`src/rtl/core/first_fit_chunk_allocator_unit_defines.svh`:
```
// ----------------------------------------------------------------------------
// First-fit chunk allocator assertion macros
// Shared concurrent assertion forms, clocked on clk_i, off while in reset.
// ----------------------------------------------------------------------------
`ifndef FIRST_FIT_CHUNK_ALLOCATOR_UNIT_DEFINES_SVH
`define FIRST_FIT_CHUNK_ALLOCATOR_UNIT_DEFINES_SVH

// Property that must hold at every clock edge out of reset
`define FFCA_ASSERT(lbl, prop, msg) \
  lbl: assert property (@(posedge clk_i) disable iff (!rst_ni) (prop)) else $error(msg);

// Condition in one cycle implies a condition in the next cycle
`define FFCA_ASSERT_NEXT(lbl, pre, post, msg) \
  lbl: assert property (@(posedge clk_i) disable iff (!rst_ni) (pre) |=> (post)) \
    else $error(msg);

`endif

```
`src/rtl/core/ffca_pkg.sv`:
```
// ----------------------------------------------------------------------------
// First-fit chunk allocator package
// Sizes, operation and status codes, and the scan unit interface types.
// ----------------------------------------------------------------------------
package ffca_pkg;

  // Table geometry
  localparam int MAX_CHUNKS = 64;
  localparam int SIZE_BITS  = 16;
  localparam int IDX_W      = (MAX_CHUNKS > 1) ? $clog2(MAX_CHUNKS) : 1;
  localparam int CNT_W      = $clog2(MAX_CHUNKS + 1);

  // Fixed field widths
  localparam int AMT_W      = 16;
  localparam int OUT_IDX_W  = 6;
  localparam int STATUS_W   = 3;
  localparam int CAP_W      = 16;
  localparam int SUM_W      = AMT_W + 1;
  localparam int CMP_W      = (SIZE_BITS > AMT_W) ? SIZE_BITS : AMT_W;

  localparam logic [CAP_W-1:0] CAP_RESET = CAP_W'(1024);
  localparam logic [AMT_W-1:0] GRANT_MAX = '1;

  typedef enum logic {
    OP_LOAD    = 1'b0,
    OP_REQUEST = 1'b1
  } ffca_op_e;

  typedef enum logic [STATUS_W-1:0] {
    STAT_LOADED  = 3'd0,
    STAT_GRANTED = 3'd1,
    STAT_NO_FIT  = 3'd2,
    STAT_CAP_HIT = 3'd3,
    STAT_IGNORED = 3'd4,
    STAT_FULL    = 3'd5
  } ffca_status_e;

  // Command from the control sequencer to the scan unit
  typedef struct packed {
    logic                 load;
    logic                 start;
    logic [SIZE_BITS-1:0] wr_size;
    logic [AMT_W-1:0]     amount;
  } ffca_cmd_t;

  // Scan completion, a one-cycle pulse on done
  typedef struct packed {
    logic                 done;
    logic                 hit;
    logic [IDX_W-1:0]     idx;
    logic [SIZE_BITS-1:0] size;
  } ffca_rsp_t;

endpackage

```
`src/rtl/core/ffca_scan_unit.sv`:
```
// ----------------------------------------------------------------------------
// First-fit chunk allocator scan unit
// Holds the chunk size memory and free marks, appends loaded chunks and walks
// the table one entry per cycle through a single shared size comparator.
// ----------------------------------------------------------------------------
`include "first_fit_chunk_allocator_unit_defines.svh"

module ffca_scan_unit
  import ffca_pkg::*;
(
  input  logic             clk_i,
  input  logic             rst_ni,
  input  ffca_cmd_t        cmd_i,
  output ffca_rsp_t        rsp_o,
  output logic [CNT_W-1:0] count_o
);

  typedef enum logic {
    SC_IDLE,
    SC_RUN
  } sc_state_e;

  sc_state_e             sc_state_q;
  logic [CNT_W-1:0]      count_q;
  logic [CNT_W-1:0]      ptr_q;
  logic                  cmp_vld_q;
  logic [IDX_W-1:0]      cmp_idx_q;
  logic [MAX_CHUNKS-1:0] free_q;
  ffca_rsp_t             rsp_q;

  logic [SIZE_BITS-1:0]  mem [MAX_CHUNKS];
  logic [SIZE_BITS-1:0]  rd_data_q;

  logic                  fits;
  logic                  hit;
  logic                  last;

  // Chunk memory: append port and one registered scan read port
  always_ff @(posedge clk_i) begin
    if (cmd_i.load) begin
      mem[count_q[IDX_W-1:0]] <= cmd_i.wr_size;
    end
    if (ptr_q < count_q) begin
      rd_data_q <= mem[ptr_q[IDX_W-1:0]];
    end
  end

  // Shared comparator on the entry read last cycle
  assign fits = CMP_W'(rd_data_q) >= CMP_W'(cmd_i.amount);
  assign hit  = cmp_vld_q && free_q[cmp_idx_q] && fits;
  assign last = cmp_vld_q && ((CNT_W'(cmp_idx_q) + CNT_W'(1)) == count_q);

  // Scan sequencer, free marks and fill count
  always_ff @(posedge clk_i or negedge rst_ni) begin
    if (!rst_ni) begin
      sc_state_q <= SC_IDLE;
      count_q    <= '0;
      ptr_q      <= '0;
      cmp_vld_q  <= 1'b0;
      cmp_idx_q  <= '0;
      free_q     <= '0;
      rsp_q      <= '0;
    end else begin
      rsp_q.done <= 1'b0;
      if (cmd_i.load) begin
        free_q[count_q[IDX_W-1:0]] <= 1'b1;
        count_q                    <= count_q + CNT_W'(1);
      end
      unique case (sc_state_q)
        SC_IDLE: begin
          cmp_vld_q <= 1'b0;
          ptr_q     <= '0;
          if (cmd_i.start) begin
            if (count_q == '0) begin
              // empty table: miss at once
              rsp_q.done <= 1'b1;
              rsp_q.hit  <= 1'b0;
            end else begin
              sc_state_q <= SC_RUN;
            end
          end
        end
        SC_RUN: begin
          cmp_vld_q <= ptr_q < count_q;
          cmp_idx_q <= ptr_q[IDX_W-1:0];
          if (ptr_q < count_q) begin
            ptr_q <= ptr_q + CNT_W'(1);
          end
          if (hit) begin
            free_q[cmp_idx_q] <= 1'b0;
            rsp_q.done        <= 1'b1;
            rsp_q.hit         <= 1'b1;
            rsp_q.idx         <= cmp_idx_q;
            rsp_q.size        <= rd_data_q;
            cmp_vld_q         <= 1'b0;
            sc_state_q        <= SC_IDLE;
          end else if (last) begin
            rsp_q.done <= 1'b1;
            rsp_q.hit  <= 1'b0;
            cmp_vld_q  <= 1'b0;
            sc_state_q <= SC_IDLE;
          end
        end
        default: sc_state_q <= SC_IDLE;
      endcase
    end
  end

  assign rsp_o   = rsp_q;
  assign count_o = count_q;

  // Checks
  `FFCA_ASSERT(a_count_bound, count_q <= CNT_W'(MAX_CHUNKS), "chunk count beyond table")
  `FFCA_ASSERT(a_cmd_excl, !(cmd_i.load && cmd_i.start), "load and scan start together")
  `FFCA_ASSERT(a_hit_clears, (rsp_q.done && rsp_q.hit) |-> !free_q[rsp_q.idx],
               "granted chunk still marked free")
  `FFCA_ASSERT(a_scan_in_table, cmp_vld_q |-> (CNT_W'(cmp_idx_q) < count_q),
               "compare on entry beyond fill count")

endmodule

```
`src/rtl/core/first_fit_chunk_allocator_unit.sv`:
```
// ----------------------------------------------------------------------------
// First-fit chunk allocator unit
// Appends chunk sizes to a table and grants requests from the lowest-index
// free chunk large enough, under a cap on the total granted size.
// ----------------------------------------------------------------------------
//  Channel  Dir  Handshake                 Payload
//  in       in   in_valid_i / in_stall_o   op_i, amount_i
//  out      out  out_valid_o / out_stall_i status_o, chunk_index_o, chunk_size_o,
//                                          total_allocated_o, successes_o
//  cfg      in   cfg_we_i                  cfg_data_i (allocation cap)
//
// Loads, ignored and refused items go from accept straight to the finish state, with no scan.
// A request scans the table one entry per cycle through one comparator and
// ends at the first free entry that fits, a grant, or after the last entry,
// a miss; on an empty table it misses at once.
// One transaction is worked on at a time; in_stall_o is high while busy.
// A finished result waits in the output register while out_stall_i is high.
// Reset clears the table marks, fill count, totals and halt; the cap is 1024.
// ----------------------------------------------------------------------------
`include "first_fit_chunk_allocator_unit_defines.svh"

module first_fit_chunk_allocator_unit
  import ffca_pkg::*;
(
  input  logic                 clk_i,
  input  logic                 rst_ni,
  // configuration
  input  logic                 cfg_we_i,
  input  logic [CAP_W-1:0]     cfg_data_i,
  // input transactions
  input  logic                 in_valid_i,
  output logic                 in_stall_o,
  input  logic                 op_i,
  input  logic [AMT_W-1:0]     amount_i,
  // result transactions
  output logic                 out_valid_o,
  input  logic                 out_stall_i,
  output logic [STATUS_W-1:0]  status_o,
  output logic [OUT_IDX_W-1:0] chunk_index_o,
  output logic [AMT_W-1:0]     chunk_size_o,
  output logic [AMT_W-1:0]     total_allocated_o,
  output logic [AMT_W-1:0]     successes_o
);

  typedef enum logic [1:0] {
    ST_IDLE,
    ST_SCAN,
    ST_FINISH
  } state_e;

  state_e               state_q;
  logic [CAP_W-1:0]     cap_q;
  logic                 halted_q;
  logic [AMT_W-1:0]     sum_q;
  logic [AMT_W-1:0]     grant_q;
  logic [AMT_W-1:0]     amt_q;

  ffca_status_e         res_status_q;
  logic [OUT_IDX_W-1:0] res_idx_q;
  logic [AMT_W-1:0]     res_size_q;

  logic                 out_valid_q;
  ffca_status_e         status_q;
  logic [OUT_IDX_W-1:0] index_q;
  logic [AMT_W-1:0]     size_q;
  logic [AMT_W-1:0]     total_q;
  logic [AMT_W-1:0]     succ_q;

  logic                 accept;
  logic                 is_load;
  logic                 full;
  logic                 cap_exceed;
  logic                 out_free;
  logic [CNT_W-1:0]     count;
  ffca_cmd_t            cmd;
  ffca_rsp_t            rsp;

  // Handshake and decode
  assign in_stall_o = state_q != ST_IDLE;
  assign accept     = in_valid_i && !in_stall_o;
  assign is_load    = op_i == OP_LOAD;
  assign full       = count == CNT_W'(MAX_CHUNKS);
  assign cap_exceed = ({1'b0, sum_q} + {1'b0, amount_i}) > SUM_W'(cap_q);
  assign out_free   = !out_valid_q || !out_stall_i;

  // Commands to the scan unit
  always_comb begin
    cmd.load    = accept && is_load && !full;
    cmd.start   = accept && !is_load && !halted_q && !cap_exceed;
    cmd.wr_size = SIZE_BITS'(amount_i);
    cmd.amount  = amt_q;
  end

  ffca_scan_unit u_scan (
    .clk_i   (clk_i),
    .rst_ni  (rst_ni),
    .cmd_i   (cmd),
    .rsp_o   (rsp),
    .count_o (count)
  );

  // Configuration register
  always_ff @(posedge clk_i or negedge rst_ni) begin
    if (!rst_ni) begin
      cap_q <= CAP_RESET;
    end else if (cfg_we_i) begin
      cap_q <= cfg_data_i;
    end
  end

  // Control sequencer, running totals and output register
  always_ff @(posedge clk_i or negedge rst_ni) begin
    if (!rst_ni) begin
      state_q      <= ST_IDLE;
      halted_q     <= 1'b0;
      sum_q        <= '0;
      grant_q      <= '0;
      amt_q        <= '0;
      res_status_q <= STAT_LOADED;
      res_idx_q    <= '0;
      res_size_q   <= '0;
      out_valid_q  <= 1'b0;
      status_q     <= STAT_LOADED;
      index_q      <= '0;
      size_q       <= '0;
      total_q      <= '0;
      succ_q       <= '0;
    end else begin
      if (out_valid_q && !out_stall_i) begin
        out_valid_q <= 1'b0;
      end
      unique case (state_q)
        ST_IDLE: begin
          if (accept) begin
            amt_q      <= amount_i;
            res_idx_q  <= '0;
            res_size_q <= '0;
            state_q    <= ST_FINISH;
            if (is_load) begin
              if (full) begin
                res_status_q <= STAT_FULL;
              end else begin
                res_status_q <= STAT_LOADED;
                res_idx_q    <= OUT_IDX_W'(count);
              end
            end else if (halted_q) begin
              res_status_q <= STAT_IGNORED;
            end else if (cap_exceed) begin
              halted_q     <= 1'b1;
              res_status_q <= STAT_CAP_HIT;
            end else begin
              state_q <= ST_SCAN;
            end
          end
        end
        ST_SCAN: begin
          if (rsp.done) begin
            state_q <= ST_FINISH;
            if (rsp.hit) begin
              res_status_q <= STAT_GRANTED;
              res_idx_q    <= OUT_IDX_W'(rsp.idx);
              res_size_q   <= AMT_W'(rsp.size);
              sum_q        <= sum_q + amt_q;
              if (grant_q != GRANT_MAX) begin
                grant_q <= grant_q + AMT_W'(1);
              end
            end else begin
              res_status_q <= STAT_NO_FIT;
            end
          end
        end
        ST_FINISH: begin
          if (out_free) begin
            out_valid_q <= 1'b1;
            status_q    <= res_status_q;
            index_q     <= res_idx_q;
            size_q      <= res_size_q;
            total_q     <= sum_q;
            succ_q      <= grant_q;
            state_q     <= ST_IDLE;
          end
        end
        default: state_q <= ST_IDLE;
      endcase
    end
  end

  assign out_valid_o       = out_valid_q;
  assign status_o          = status_q;
  assign chunk_index_o     = index_q;
  assign chunk_size_o      = size_q;
  assign total_allocated_o = total_q;
  assign successes_o       = succ_q;

  // Checks
  `FFCA_ASSERT(a_done_in_scan, rsp.done |-> (state_q == ST_SCAN), "scan done while not scanning")
  `FFCA_ASSERT_NEXT(a_halt_sticks, halted_q, halted_q, "halt flag cleared")
  `FFCA_ASSERT(a_result_from_finish, $rose(out_valid_q) |-> $past(state_q == ST_FINISH),
               "result shown without finishing a transaction")
  `FFCA_ASSERT(a_out_hold, (out_valid_q && out_stall_i && state_q == ST_FINISH)
               |=> (out_valid_q && $stable(status_q)), "pending result overwritten")

endmodule
```
`config.mk`:
```
export PLATFORM = sky130hd
export DESIGN_NAME = first_fit_chunk_allocator_unit
export DESIGN_NICKNAME = d
export VERILOG_FILES = /design/src/rtl/core/ffca_pkg.sv /design/src/rtl/core/ffca_scan_unit.sv /design/src/rtl/core/first_fit_chunk_allocator_unit.sv
export VERILOG_INCLUDE_DIRS = /design/src /design/src/rtl/core
export SDC_FILE = /design/constraint.sdc
export NUM_CORES = 1
export LEC_CHECK = 0
export BUFFER_PORTS_ARGS = -buffer_cell sky130_fd_sc_hd__buf_2
export CORE_MARGIN = 4
export CORE_UTILIZATION = 40
export DETAILED_ROUTE_END_ITERATION = 10
export HOLD_SLACK_MARGIN = 0.03
export PLACE_DENSITY = 0.54
export REMOVE_ABC_BUFFERS = 1
export SYNTH_ARGS = -nofsm -noshare
export SYNTH_HDL_FRONTEND = slang
export SYNTH_SLANG_ARGS = --single-unit
export TNS_END_PERCENT = 100
```
`constraint.sdc`:
```
create_clock -name clk_i -period 5.44 [get_ports clk_i]
set_input_delay 0.544 -clock clk_i [delete_from_list [all_inputs] [get_ports clk_i]]
set_output_delay 0.544 -clock clk_i [all_outputs]
set_load 0.005 [all_outputs]
```
## Word level (Yosys, flattened, before mapping)

Memory sizes are Yosys's and may differ from the RTL's. A register that Yosys moved wholly into a read port is not among the register bits.
Cells that the tools add are included.

- Register bits after elaboration: 260
- Memory bits (writable): 1024
- Input bits: 38
- Output and inout bits: 59
- Logic and storage cells: 147
- Memories: 1

- Add/subtract/negate cells: 6
- Order comparisons: 7
- Eq/ne operators: 14
- Muxes and demuxes: 56
- Bitwise operators: 5
- Reduce and logical (&&, ||, !) cells: 33

Memories:

| name | words | width | read ports | clocked after Yosys merged registers in | wr ports | RTL line | text |
|---|---|---|---|---|---|---|---|
| u_scan.mem | 64 | 16 | 1 | 1 | 1 | ffca_scan_unit.sv:31 | `logic [SIZE_BITS-1:0] mem [MAX_CHUNKS];` |

Operators by type and width:

| kind | number |
|---|---|
| two-way mux 64 bit | 3 |
| AND 64 bit | 1 |
| inverter 64 bit | 1 |
| bitwise OR 64 bit | 1 |
| two-way mux 16 bit | 3 |
| case mux 16 bit (2 select lines) | 1 |
| two-way mux 6 bit | 5 |
| two-way mux 2 bit | 11 |
| two-way mux 3 bit | 6 |
| adder 16 x 16 -> 17 bit | 1 |
| > comparator 17 x 16 -> 1 bit | 1 |
| adder 16 x 1 -> 16 bit (second input constant) | 1 |
| adder 16 bit | 1 |
| >= comparator 16 bit | 1 |
| two-way mux 1 bit | 16 |
| inequality test 16 bit (second input constant) | 1 |
| adder 7 x 1 -> 7 bit (second input constant) | 2 |
| < comparator 6 x 7 -> 1 bit (second input constant) | 2 |
| case mux 7 bit (2 select lines) | 1 |
| demux 1 bit (select 6 bit) | 2 |
| >= comparator 6 x 1 -> 1 bit (second input constant) | 2 |
| logical AND 1 bit | 12 |
| case mux 6 bit (2 select lines) | 1 |
| AND reduction 3 bit | 4 |
| other kinds (24) | 41 |

## Depth between registers and ports, before layout

- Word-level depth: 9
- Mapped depth: 19
- Mapped depth without buffers: 19

## Modules after synthesis

Synthesis repeated with hierarchy kept, for this count alone.

- Cell total of the unflattened synthesis: 2826
- Area total of the unflattened synthesis: 52924.5 µm²

By module, submodules not included:

| module | instances | cells each | area each (µm²) | seq. area each (µm²) |
|---|---|---|---|---|
| ffca_scan_unit | 1 | 2111 | 45339.7 | 33982.6 |
| first_fit_chunk_allocator_unit | 1 | 715 | 7584.8 | 3754.9 |

## Worst setup path after synthesis

OpenSTA, ideal clock, no wires.

- Path type: input -> register
- Start: input amount_i[0]
- End: register res_status_q[0]
- Library setup time: 0.125 ns
- Arrival time: 4.142 ns
- Required time: 5.315 ns
- Path slack: 1.174 ns
- Stages: 19
- Buffers on the path: 0
- Cell sequence: ha_1 > inv_1 > fa_1 > nor2b_1 > o21ai_0 > a21o_1 > a21oi_1 > a211o_1 > a21oi_1 > o21ai_0 > xnor2_1 > ha_1 > nand4_1 > or3_1 > o32a_1 > o31ai_1 > nand4_1 > o22ai_1 > mux2_2

- Word-level cells in the longest chain between the ends: 4

RTL lines:

| what | RTL line | text |
|---|---|---|
| start, declared | first_fit_chunk_allocator_unit.sv:34 | `input logic [AMT_W-1:0] amount_i,` |
| adder 16 x 16 -> 17 bit | first_fit_chunk_allocator_unit.sv:83 | `assign cap_exceed = ({1'b0, sum_q} + {1'b0, amount_i}) > SUM_W'(cap_q);` |
| > comparator 17 x 16 -> 1 bit | first_fit_chunk_allocator_unit.sv:83 |  |
| inequality test 4 bit (no source line) | n/a |  |
| AND reduction 4 bit (no source line) | n/a |  |
| end signal, assigned | first_fit_chunk_allocator_unit.sv:119 | `res_status_q <= STAT_LOADED;` |
| end signal, assigned | first_fit_chunk_allocator_unit.sv:141 | `res_status_q <= STAT_FULL;` |
| end signal, assigned | first_fit_chunk_allocator_unit.sv:143 | `res_status_q <= STAT_LOADED;` |
| end, declared | first_fit_chunk_allocator_unit.sv:58 | `ffca_status_e res_status_q;` |

Every way passes these cells.
A chain may end at the register's enable or synchronous reset.

## Worst setup path in the final report

- Start: register sum_q[0]
- End: register res_status_q[0]

- Word-level cells in the longest chain between the ends: 4

RTL lines:

| what | RTL line | text |
|---|---|---|
| start, declared | first_fit_chunk_allocator_unit.sv:54 | `logic [AMT_W-1:0] sum_q;` |
| start signal, assigned | first_fit_chunk_allocator_unit.sv:163 | `sum_q <= sum_q + amt_q;` |
| adder 16 x 16 -> 17 bit | first_fit_chunk_allocator_unit.sv:83 |  |
| > comparator 17 x 16 -> 1 bit | first_fit_chunk_allocator_unit.sv:83 |  |
| inequality test 4 bit (no source line) | n/a |  |
| AND reduction 4 bit (no source line) | n/a |  |

Every way passes these cells.

==> reports/metrics.csv <==
metric,value,unit
status,finished clean,
grt_overflow,0,
wl,147000,microns
synth_area_leaders,"edfxtp_1, mux4_2, dfrtp_1, mux2_2, ha_1",
crit_buf_inv,1,
cts_buffer_depth,3,
critPathSlowestCell,fa_1,
yosysTopAreaCell,edfxtp_1,
largest_register_ffs,1024,
track_usage,21.6,%
synthTopCellsByCount,"edfxtp_1, mux4_2, dfrtp_1, nor2_1, nand2_1",
cts_setup_buffers,0,
power_density,472,nW/um^2
max_slew_margin,17.9,%
synth_area,52500,sq um
layout-drive-gt1-share,29.4,%
setup_viol,0,
die_x,370,microns
worstMarginPinSlew,1230,ps
critical_path.startpoint,sum_q[0]$_DFFE_PN0P_,
ctsResizeCount,0,
ir_drop,0.288,mV
critPathTopFamily,compound AO/OA/AOI/OAI gates,
vias,27400,
busiest_layer,met2,
period_needed,4730,ps
yosys_warnings,0,
synth_area_per_cell,19.1,sq um
rsz0062_at_grt,no,
ios,97,
syn2layout_area_growth,14.6,%
hold_start,cfg_data_i[0],
slowest_delay,400,ps
crit_arrival,5350,ps
dpl.hpwl,90000,microns
cts_tree,built,
ys.flop_type,edfxtp_1,
drtIter0Drc,2940,
clkSinkCount,1300,
grt_max_degree,144,
post-synth-top-count-cell,edfxtp_1,
required,6060,ps
dr.pass1.iters,6,
finalSetupTns,0,ps
pre_cts_ws,241,ps
drc,0,
fin_nets,3066,
cap_violations,0,
gp_congestion,0.855,
die_height,370,microns
rrSetupSlack,710,ps
io_buffers,96,
ys_ff_latch,1300,
end_kind,register,
wl_per_cell,30.6,microns
yosysUniqueCellTypes,62,
layout_setup_ws,711,ps
min_path_type,input pin to register,
hold_path_end,cap_q[0]$_DFFE_PN0P_,
cts-root-buf,clkbuf_16,
path_clk_slew,60,ps
viasPerCell,5.70,
cp_cell_sequence,"ha_1, inv_1, fa_1, nor2b_1, o21ai_0, a21o_1, a21oi_1, a211o_1, a21oi_1, o21ai_0, xnor2_1, ha_1, nand4_1, or3_1, o32a_1, o31ai_1, nand4_1, o22ai_1, mux2_2",
crit_fanout,4,
holdBufCountCts,12,
reg2reg_to,res_status_q[0]$_DFFE_PN0P_,
yosys.area.top_type_share,59.5,%
cts_buffers,142,
slew_viol_final,0,
met1_usage,29.4,%
cp-start-kind,register,
die_area,137000,sq um
yosysSeqAreaShare,71.9,%
antenna_found_initial,8,
rows,132,
reg2reg_depth,19,
final_antenna_net_count,0,
grtUsageMet2,35.5,%
grt_pass1_vias,28500,
grt_pass1_wl,210000,microns
rr_startpoint,sum_q[0]$_DFFE_PN0P_,
clkLatencyLatePin,740,ps
syn_inst,2740,
fillCellCount,10900,
use_met3,3.61,%
finalCritPeriodShare,86.9,%
p_leak,0.0208,uW
core,130000,sq um
fmax,0.211,GHz
synth_edf_count,1040,
min_path_cells,2,
diodes,0,
h-tree-depth,4,
critPathKind,register to register,
ys_async_sr_fraction,20.0,%
initial_core_util,40.4,%
finalClockSkew,21.4,ps
hold_violations,0,
cp.depth,19,
==> logic make-up (layout without fill, tap and decap cells) <==
group                    after synthesis  count (layout)  synth area share, %
multiplexers                         446             446                 17.0
XOR/XNOR                              56              56                0.935
flip-flops                          1300            1300                 71.9
AND/OR/NAND/NOR                      401             401                 3.47
AO/OA/AOI/OAI                        266             266                 3.24
adder cells (fa/ha/maj)               76              76                 1.84
buffers and inverters                195             517                 1.58
==> report_power, final <==
| part | internal (uW) | switching (uW) |
|---|---|---|
| sequential | 11400 | 827 |
| combinational | 3240 | 3770 |
| clock | 5210 | 3870 |
| total | 19900 | 8470 |
==> layout make-up <==
class | count | area [sq um] | share of cell area [%]
Inverter | 62 | 233 | 0.387
Tap cell | 1742 | 2180 | 3.63
Clock inverter | 63 | 478 | 0.795
Timing Repair Buffer | 201 | 1380 | 2.30
Sequential cell | 1300 | 37800 | 62.8
Clock buffer | 191 | 3910 | 6.51
Multi-Input combinational cell | 1245 | 14200 | 23.6
==> layer usage <==
metal / routed length, microns / up-vias
met4: 4930 / 0
met3: 9100 / 205
met5: 0 / -
met1: 60800 / 14700
li1: - / 11500
met2: 72000 / 991
==> metrics by stage <==
stage / total power, uW / utilization (%) / std cells / area [sq um] / hold slack (ps)
floorplan: 17000 / - / 2607 / 51900 / 248
detailed placement: 19500 / 42.8 / 4538 / 55600 / 483
global placement: 19500 / 42.8 / 4538 / 55600 / 481
CTS: 28700 / 46.3 / 4804 / 60100 / 71.1
finish: 28300 / 46.3 / 4804 / 60100 / 116
global route: 29600 / 46.3 / 4804 / 60100 / 96.9
==> placed cells by master (no fill, tap or decap), types with 59 or more instances in the layout <==
| cell type | count |
|---|---|
| inv_1 | 59 |
| a31oi_1 | 67 |
| clkbuf_16 | 146 |
| mux2_2 | 91 |
| nor2_1 | 92 |
| ha_1 | 74 |
| buf_4 | 87 |
| nand2_1 | 110 |
| buf_2 | 95 |
| edfxtp_1 | 1040 |
| mux4_2 | 346 |
| o21ai_0 | 77 |
| dfrtp_1 | 255 |
==> worst max path at each step <==
stage                                          endpoint
after floorplan           u_scan.rd_data_q[0]$_DFFE_PN_
after global placement      res_status_q[0]$_DFFE_PN0P_
after detailed placement    res_status_q[0]$_DFFE_PN0P_
after CTS                   res_status_q[0]$_DFFE_PN0P_
after global routing        res_status_q[0]$_DFFE_PN0P_
final                       res_status_q[0]$_DFFE_PN0P_
(Power assumes the default switching activity.)
